===== config.mk =====
export PLATFORM = sky130hd
export DESIGN_NAME = fat12_front
export DESIGN_NICKNAME = d
export VERILOG_FILES = /design/src/hdl/fat12_pkg.sv /design/src/hdl/fat12_front.sv
export SDC_FILE = /design/constraint.sdc
export NUM_CORES = 1
export LEC_CHECK = 0
export BUFFER_PORTS_ARGS = -buffer_cell sky130_fd_sc_hd__buf_4
export CAP_MARGIN = 10
export CORE_MARGIN = 2
export CORE_UTILIZATION = 35
export DETAILED_ROUTE_END_ITERATION = 10
export REMOVE_ABC_BUFFERS = 1
export SLEW_MARGIN = 15
export SYNTH_ARGS = -nofsm -noshare
export SYNTH_HDL_FRONTEND = slang
export SYNTH_SLANG_ARGS = --single-unit

===== constraint.sdc =====
create_clock -name clk -period 4.1 [get_ports clk]
set_input_delay 0.41 -clock clk [delete_from_list [all_inputs] [get_ports clk]]
set_output_delay 0.41 -clock clk [all_outputs]
set_load 0.02 [all_outputs]

===== src/hdl/fat12_pkg.sv =====
// FAT12 cluster table engine: shared types and constants.
// No dependencies.
package fat12_pkg;
  localparam int TableDepth = 4096;
  localparam int IdxW = $clog2(TableDepth);
  localparam int StampW = 8;
  localparam logic [11:0] ChainEnd = 12'hFFF;
  localparam logic [11:0] MarkLow = 12'hFF8;
  localparam logic [11:0] LastData = 12'hFF6;
  localparam logic RegTotalClusters = 1'b0;

  typedef enum logic [1:0] {
    KIND_READ = 2'd0,
    KIND_WRITE = 2'd1,
    KIND_ALLOC = 2'd2,
    KIND_FREE = 2'd3
  } kind_t;

  typedef enum logic [1:0] {
    ST_OK = 2'd0,
    ST_NOSPACE = 2'd1,
    ST_ERROR = 2'd2
  } status_t;

  typedef struct packed {
    logic [1:0] kind;
    logic [11:0] cluster;
    logic [11:0] value;
    logic [11:0] count;
    logic bad_index;
    logic [11:0] top;
  } cmd_t;
endpackage


===== src/hdl/fat12_front.sv =====
// FAT12 front end: accepts requests, classifies them, two-entry command queue.
// Depends on fat12_pkg.
module fat12_front (
  input  logic clk,
  input  logic rst,
  input  logic in_valid,
  output logic in_stall,
  input  logic [1:0] kind,
  input  logic [11:0] cluster,
  input  logic [11:0] value,
  input  logic [11:0] count,
  input  logic [11:0] total_clusters,
  output logic q_valid,
  input  logic q_pop,
  output fat12_pkg::cmd_t q_cmd
);
  import fat12_pkg::*;

  cmd_t slot [2];
  logic wr_ptr, rd_ptr;
  logic [1:0] fill;
  cmd_t cmd_in;
  logic [12:0] top_w;
  logic push;

  always_comb begin
    top_w = {1'b0, total_clusters} + 13'd1;
    if (top_w > {1'b0, LastData}) top_w = {1'b0, LastData};
    if (top_w > 13'(TableDepth - 1)) top_w = 13'(TableDepth - 1);
    cmd_in.kind = kind;
    cmd_in.cluster = cluster;
    cmd_in.value = value;
    cmd_in.count = count;
    cmd_in.bad_index = {1'b0, cluster} >= 13'(TableDepth);
    cmd_in.top = top_w[11:0];
  end

  assign in_stall = fill == 2'd2;
  assign push = in_valid && !in_stall;
  assign q_valid = fill != 2'd0;
  assign q_cmd = slot[rd_ptr];

  always_ff @(posedge clk) begin
    if (push) slot[wr_ptr] <= cmd_in;
    if (rst) begin
      wr_ptr <= 1'b0;
      rd_ptr <= 1'b0;
      fill <= 2'd0;
    end else begin
      if (push) wr_ptr <= ~wr_ptr;
      if (q_pop) rd_ptr <= ~rd_ptr;
      fill <= fill + {1'b0, push} - {1'b0, q_pop};
    end
  end
endmodule


==> summary by stage, run 1 <==
Outcome
The flow ran to the end, and the final reports show no timing, DRC or antenna violations.

Clocking
The clock insertion delay at the later pin of the skew report is around 0.33 ns. Hold repair after CTS inserted 0 buffers. The clock tree from TritonCTS is yes.

The H-tree generated during clock tree synthesis spans 3 levels. Buffers added to address setup during post-CTS repair amount to 0. Clock tree synthesis inserted a total of 9 buffers. The clock passes through at most 2 buffers.

The clock tree root driver cell is sky130_fd_sc_hd__clkbuf_16. The clock net in this run drives a total of roughly 110 sinks. The clock-pin slew on the worst setup and hold paths is about 0.070 ns. The number of gates resized after CTS was 0.

Global route
The total grt overflow is 0. The pin count of the biggest net entering global routing is 43. The number of antenna violations at the first check in global routing is 0. The via count of the first global-routing pass is 2381. The first-pass GRT wire length is about 12000 µm. The total global-route track usage is 0.121.

Die
For this configuration, the core starts out at a cell density of 0.363. The I/O pin total is 107. The placeable core region is 0.0116 mm².

From left edge to right edge, the die measures 113 µm. Row generation in the floorplan step produced 39 rows. The height of the chip is approximately 110 µm. The floorplan step defined a die boundary enclosing 0.0129 mm².

Critical path
For this run, the slowest stage of the critical path takes 0.69 ns. The critical path endpoint category is an output port. For the worst setup path, the data arrival time is 2.08 ns.

The critical path contains buffers and inverters numbering 2 combined. Traced cell by cell, the critical path runs through buf_4 > mux2_2 > buf_4. The type of the worst setup path is flip-flop to output port. The cell occurring most often along the worst timing path is sky130_fd_sc_hd__buf_4.

The cell with the largest stage delay on the worst path is sky130_fd_sc_hd__dfxtp_2. Among cell families on the critical path, the largest total delay comes from flip-flops. The required time at the endpoint of the critical path is between 3 and 4 ns. The kind of launch point of the worst setup path is a flip-flop. In this run the worst path has a maximum fanout of 28.

Routing
The average wire length per cell after detail routing is 15.3 µm. In this run the remaining antenna-violating nets after routing total 0. Summed over all layers, the routed wires come to between 7000 and 8000 µm. The starting DRC count in detailed routing is 111. The via count of the routed design is around 2400. The ratio of routed vias to standard cells is 4.79. The first-pass detailed-route iteration total is 4. The total DRC errors in the routed layout is 0.

Power and ir drop
The analysis attributes to cell leakage a power of about 0.0020 µW. The power per unit of standard cell area is between 500 and 600 mW/mm². The internal portion of the total power is about 2100 µW.

The combinational share of power is 0.229. Of the total power, the clock network draws 0.276. The power share of the sequential group is 0.495. Of the total power, the share spent switching nets is 0.264.

In this run the power spent charging and discharging nets is 758 µW. After layout, the design draws a total of 2870 µW. The maximum VDD drop is 0.194 mV.

Yosys
The yosys synthesis warning count is 0. The synthesized design contains 105 register bits. Of the total synthesized cell area, the portion taken by XOR and XNOR cells is 0.0209.

The area of the mapped netlist is approximately 0.0042 mm². The unique cell type count in the Yosys netlist is 35. After synthesis, the largest family of logic cells by area is multiplexers. After synthesis, the share of cell area in mux cells is 0.134. The adder and majority gate portion of the synthesized area is 0.0119. The post-synthesis cell count is 241.

Of the total synthesized cell area, the portion taken by AND, OR, NAND and NOR gates is 0.0564. The fraction of the mapped netlist area in compound gates is 0.0233. The post-synthesis average cell area is between 15 and 20 µm². The portion of the post-synthesis area used by sequential elements is 0.740.

STA
Adding up every negative setup slack in the final design gives 0 ns. The ratio of final minimum period to clock period is 0.607. The number of max-slew violations in the final report is 0. Timing would allow up to ~400 MHz.

After layout, the minimum clock period comes to 2.49 ns. The final-layout worst hold slack is approximately 0.26 ns. Setup repair after global routing left no endpoint under its margin.

The number of endpoints failing setup at the final stage is 0. The number of endpoints with negative hold slack in the final report is 0. On the final layout, the worst clock skew is about 0.008 ns. The remaining max-slew budget at the tightest pin is 0.317. The transition time at the pin with the least slew margin is a little over 1 ns.

Layout
Compared with the post-synthesis result, the final layout area differs by 29.8%. The share of post-route cells with drive strength above 1 is 0.500. The utilization after layout is 0.471. The repair_antennas step left the layout with diodes totalling 0. After the last flow step, the layout net total stands at 411.

Placement
The congestion estimate from routability-driven global placement came to 0.788. The wire-length estimate of the detail-placed layout is ~5300 µm. Port buffering added 105 buffers.

Flow run
The number of max-cap violations is 0.

Min path
The min-delay analysis places its worst path in the category input pin to flip-flop.
placed cells by master (no fill, tap or decap), types with 2 or more instances in the layout:
master	n
sky130_fd_sc_hd__mux2_2	50
sky130_fd_sc_hd__o21ai_0	3
sky130_fd_sc_hd__ha_1	4
sky130_fd_sc_hd__clkbuf_16	9
sky130_fd_sc_hd__nand2b_1	4
sky130_fd_sc_hd__clkinvlp_4	2
sky130_fd_sc_hd__nor2_1	5
sky130_fd_sc_hd__edfxtp_1	100
sky130_fd_sc_hd__nand4_1	4
sky130_fd_sc_hd__a21oi_1	3
sky130_fd_sc_hd__and3_1	4
sky130_fd_sc_hd__clkbuf_8	2
sky130_fd_sc_hd__buf_4	108
sky130_fd_sc_hd__clkbuf_1	3
sky130_fd_sc_hd__dfxtp_1	4
sky130_fd_sc_hd__xor2_1	5
sky130_fd_sc_hd__o211ai_1	2
sky130_fd_sc_hd__nor3_1	3
sky130_fd_sc_hd__nand2_1	9
sky130_fd_sc_hd__xnor2_1	5
sky130_fd_sc_hd__nand3_1	5
sky130_fd_sc_hd__inv_1	6
kinds of logic (layout without fill, tap and decap cells):
family                   count (synthesis)  after routing
AO/OA/AOI/OAI                           15             15
other                                    1              1
buffers and inverters                   13            130
multiplexers                            50             50
AND/OR/NAND/NOR                         43             43
flip-flops                             105            105
XOR/XNOR                                10             10
adder cells (fa/ha/maj)                  4              4
metrics by stage:
stage | cell area (µm²) | std cells | setup slack (ns)
floorplan | 4160 | 234 | 0.991
global placement | 5160 | 485 | 1.85
detailed placement | 5160 | 485 | 1.82
CTS | 5440 | 501 | 1.53
global route | 5440 | 501 | 1.48
finish | 5440 | 501 | 1.61
layer usage:
layer  global-route usage  share of wire
met1                0.158           0.44
met2                0.195           0.48
met3               0.0319          0.060
met4               0.0488          0.014
met5                    0              0
final cells by class:
| type | instances | area (µm²) |
|---|---|---|
| Sequential cell | 105 | 3100 |
| Clock buffer | 14 | 264 |
| Inverter | 6 | 22.5 |
| Multi-Input combinational cell | 123 | 1050 |
| Clock inverter | 2 | 15.0 |
| Tap cell | 143 | 179 |
| Timing Repair Buffer | 108 | 811 |
| Fill cell | 1056 | 6120 |
flip-flops by register name (all words and copies together) (netlist names), named ones only:
| name | flops |
|---|---|
| fill | 2 |
| rd_ptr | 1 |
| slot | 100 |
| wr_ptr | 1 |
synthesized netlist by cell type:
cell type	instances	area [µm²]
sky130_fd_sc_hd__o21a_1	1	7.51
sky130_fd_sc_hd__nand2b_1	4	25.0
sky130_fd_sc_hd__xnor2_1	5	43.8
sky130_fd_sc_hd__a21o_1	1	7.51
sky130_fd_sc_hd__a31oi_1	1	6.26
sky130_fd_sc_hd__mux2_2	50	563
sky130_fd_sc_hd__nand4_1	4	25.0
sky130_fd_sc_hd__nor2_1	6	22.5
sky130_fd_sc_hd__a211oi_1	1	7.51
sky130_fd_sc_hd__buf_1	5	18.8
sky130_fd_sc_hd__and3_1	5	31.3
sky130_fd_sc_hd__nor3_1	3	15.0
sky130_fd_sc_hd__inv_1	6	22.5
sky130_fd_sc_hd__o211ai_1	2	15.0
sky130_fd_sc_hd__and4_4	1	11.3
sky130_fd_sc_hd__or4_1	1	7.51
sky130_fd_sc_hd__a2bb2oi_1	1	8.76
sky130_fd_sc_hd__o22ai_1	1	6.26
sky130_fd_sc_hd__clkbuf_1	1	3.75
sky130_fd_sc_hd__edfxtp_1	100	3000
sky130_fd_sc_hd__or2_2	1	6.26
sky130_fd_sc_hd__a21oi_1	3	15.0
sky130_fd_sc_hd__or3_1	1	6.26
sky130_fd_sc_hd__dfxtp_1	5	100
sky130_fd_sc_hd__buf_4	1	7.51
sky130_fd_sc_hd__nand2_1	9	33.8
sky130_fd_sc_hd__or4b_2	1	10.0
sky130_fd_sc_hd__ha_1	4	50.1
sky130_fd_sc_hd__xor2_1	5	43.8
sky130_fd_sc_hd__a21oi_2	1	8.76
sky130_fd_sc_hd__nand3_1	5	25.0
sky130_fd_sc_hd__nor2b_1	1	6.26
sky130_fd_sc_hd__or4_4	1	11.3
sky130_fd_sc_hd__o21ai_0	3	15.0
sky130_fd_sc_hd__conb_1	1	3.75
path summary, 6_finish.rpt:
| path | start | endpoint | slack, ns | cells after the start |
|---|---|---|---|---|
| worst max-delay path | flip-flop | q_cmd[0] | 1.61 | 3 |
| worst min-delay path | count[8] | slot[0][20] | 0.26 | 1 |
| worst max register to register | fill[0] | slot[0][47] | 1.98 | 4 |
| worst min register to register | rd_ptr | flip-flop | 0.53 | 2 |
power by group through the flow:
| stage | registers, µW | clock network [µW] | logic [µW] |
|---|---|---|---|
| 2_1_floorplan | 1450 | 0 | 376 |
| 3_3_place_gp | 1440 | 0 | 668 |
| 3_5_place_dp | 1450 | 0 | 673 |
| 4_1_cts | 1420 | 823 | 675 |
| 5_1_grt | 1440 | 854 | 711 |
| 6_report | 1420 | 791 | 658 |
worst reg2reg max path, cell delays in order (launching register included):
cell and delay (ns):
sky130_fd_sc_hd__dfxtp_1 0.34, sky130_fd_sc_hd__nand2b_1 0.14, sky130_fd_sc_hd__nand2_1 0.14, sky130_fd_sc_hd__nor2_4 0.75, sky130_fd_sc_hd__buf_4 0.43
(Power assumes the default switching activity.)
==> run 2: changes to the inputs <==
clock period = 2.3 ns   (was 4.1 ns; I/O delays follow)
==> summary by stage, run 2 (synthesis gave the netlist of run 1 again) <==
Min path
Counting instances, the worst hold path has a depth of 1. The path class of the tightest hold or removal check is input pin to flip-flop.

Routing
In the routed layout, each cell is associated on average with a via count of 4.74. The first-pass detailed-route iteration total is 4. For this run, design rule violations remaining after detail routing come to 0. The routed layout has 2393 vias. Wires add up to 7850 µm.

The average wire length per cell after detail routing is 15.5 µm. In this run, the number of DRC markers left after iteration 0 of detailed routing was 120. The residual antenna-violating net count after detailed routing is 0.

Critical path
The cell with the largest stage delay on the worst path is sky130_fd_sc_hd__buf_4. The arrival time of the worst setup path is roughly 1.7 ns. Walking the worst path, the cells encountered are buf_4 > mux2_2 > buf_4. The worst stage delay on the critical path is 0.41 ns. By instance count, the cell type seen most on the critical path is sky130_fd_sc_hd__buf_4. The critical path crosses 3 cells after its start point. The worst reg-to-reg path cell count is 8.

On the critical path the largest part of the delay comes from buffers and inverters. The worst setup path is captured at an output port. The type of the worst setup path is flip-flop to output port. The required time at the endpoint of the critical path is 2.07 ns. The largest driver fanout on the critical path is 34. The worst setup path is launched from a flip-flop.

The number of buffers and inverters on the critical path is 2.

Layout
The largest registers in the layout are slot (100), fill (2). The library cell used most frequently in the layout, excluding fill and tap cells, is sky130_fd_sc_hd__buf_4. More flip-flops sit in one register than any other, and that register is slot. After the last flow step, the layout net total stands at 415. Leaving out fill and tap cells, the most frequent cells in the layout are sky130_fd_sc_hd__buf_4, sky130_fd_sc_hd__edfxtp_1, sky130_fd_sc_hd__mux2_2. The share of post-route cells with drive strength above 1 is 0.514. The area growth from synthesis to layout is 31.1%.

The number of antenna diodes in the final layout is 0. The register with the most flip-flops in the layout has 100 of them.

Die
The height of the chip is ~110 µm. 107 I/O pins were placed. The placeable core region is 0.0116 mm².

From left edge to right edge, the die measures 113 µm. The die covers around 0.013 mm². The number of placement rows is 39. The starting utilization of the core area is 0.363.

Power and ir drop
The proportion of total power due to net switching is 0.271. The total net switching power is 1420 µW. The worst-case IR drop observed on VDD is 0.347 mV. The power share of the sequential group is 0.479. The internal power summed over all cells is between 3000 and 4000 µW.

The combinational share of power is 0.229. The part of the total power dissipated in the clock network is 0.292. The power per unit of standard cell area is 954 mW/mm². The leakage power figure is 0.00206 µW. The design draws approximately 5200 µW.

Clocking
The clock tree root driver cell is sky130_fd_sc_hd__clkbuf_16. The number of clock sinks is 105. The hold buffer count at cts is 0. In this run the post-CTS setup repair buffer count came out at 0. The post-cts resize count is 0. The clock-pin slew on the worst setup and hold paths is 0.07 ns. At the later pin of the worst-skew pair, clock insertion delay measures between 0.3 and 0.4 ns. The number of buffers on the longest clock path is 2. The number of CTS-inserted buffers is 9. The maximum level of the CTS H-tree is 3. The clock tree from TritonCTS is yes.

Global route
The pin count of the biggest net entering global routing is 35. In the global route stage, overall resource usage came out at 0.122. The total grt overflow is 0. The via count of the first global-routing pass came to 2403. The first global-routing pass estimated about 12000 µm of wire. The number of antenna violations at the first check in global routing is 0.

Placement
Routability-driven placement finished with a final weighted congestion of around 0.80. The worst-case setup slack after placement is 0.185 ns. The count of buffers inserted at the top-level ports is between 100 and 150. Summed over all nets, the half-perimeter wirelength after detailed placement is 5360 µm.

STA
The number of endpoints failing setup at the final stage is 0. Dividing the final minimum period by the clock period gives 0.819. The number of max-slew violations in the final report is 0. Across all setup checks in the final design, the least slack found is 0.416 ns. The post-route minimum period is 1.88 ns. On the final layout, the worst clock skew is roughly 0.0042 ns. The number of endpoints with negative hold slack in the final report is 0. Setup repair after global routing left no endpoint under its margin. Derived from the worst setup path, the maximum achievable clock frequency is 531 MHz.

Outcome
The flow ran to the end, and the final reports show no timing, DRC or antenna violations.

Flow run
Max-cap violations in this run came to 0.
-- run 2: cell types whose count changed in the layout (fill, tap and decap cells not counted), sizes merged --
| cell | before | now |
|---|---|---|
| clkbuf | 14 | 9 |
| buf | 108 | 112 |
| clkinvlp | 2 | 4 |
| inv | 6 | 8 |
| bufinv | 0 | 1 |
-- run 2: final cells by class --
type | count | area, µm²
clock buffers | 9 | 225
repair buffers | 112 | 841
inverters | 6 | 22.5
fillers | 1028 | 6070
well taps | 143 | 179
clock inverters | 7 | 77.6
multi-input cells | 123 | 1050
flip-flops and latches | 105 | 3100
-- run 2: worst paths after layout --
| path | startpoint | endpoint | slack, ns |
|---|---|---|---|
| max reg2reg | fill[0] | fill[1] | 0.71 |
| max | flip-flop | q_cmd[0] | 0.42 |
| min reg2reg | rd_ptr | rd_ptr | 0.52 |
| min | count[7] | slot[0][19] | 0.07 |
-- run 2: power by group through the flow --
| stage | clock (µW) | sequential, µW | combinational [µW] |
|---|---|---|---|
| final | 1530 | 2510 | 1200 |
| after CTS | 1590 | 2520 | 1230 |
| after floorplan | 0 | 2580 | 671 |
| after detailed placement | 0 | 2560 | 1230 |
| after global routing | 1650 | 2540 | 1290 |
| after global placement | 0 | 2540 | 1220 |
-- run 2: routing by layer --
| layer | part of all wire | vias to the layer above | GRT usage |
|---|---|---|---|
| li1 | - | 1156 | - |
| met5 | 0 | - | 0 |
| met1 | 0.46 | 1162 | 0.152 |
| met4 | 0.012 | 0 | 0.0463 |
| met3 | 0.052 | 7 | 0.0367 |
| met2 | 0.48 | 68 | 0.200 |
-- run 2: per-stage QoR --
step | hold slack, ns | cells | TNS (ns) | utilization | cell area [µm²]
6_report | 0.0702 | 505 | 0 | 0.475 | 5500
3_5_place_dp | 0.419 | 489 | 0 | 0.449 | 5190
2_1_floorplan | 0.302 | 234 | -40.45 | - | 4160
5_1_grt | 0.0506 | 505 | 0 | 0.475 | 5500
3_3_place_gp | 0.416 | 489 | 0 | 0.449 | 5190
4_1_cts | 0.0508 | 505 | 0 | 0.475 | 5500
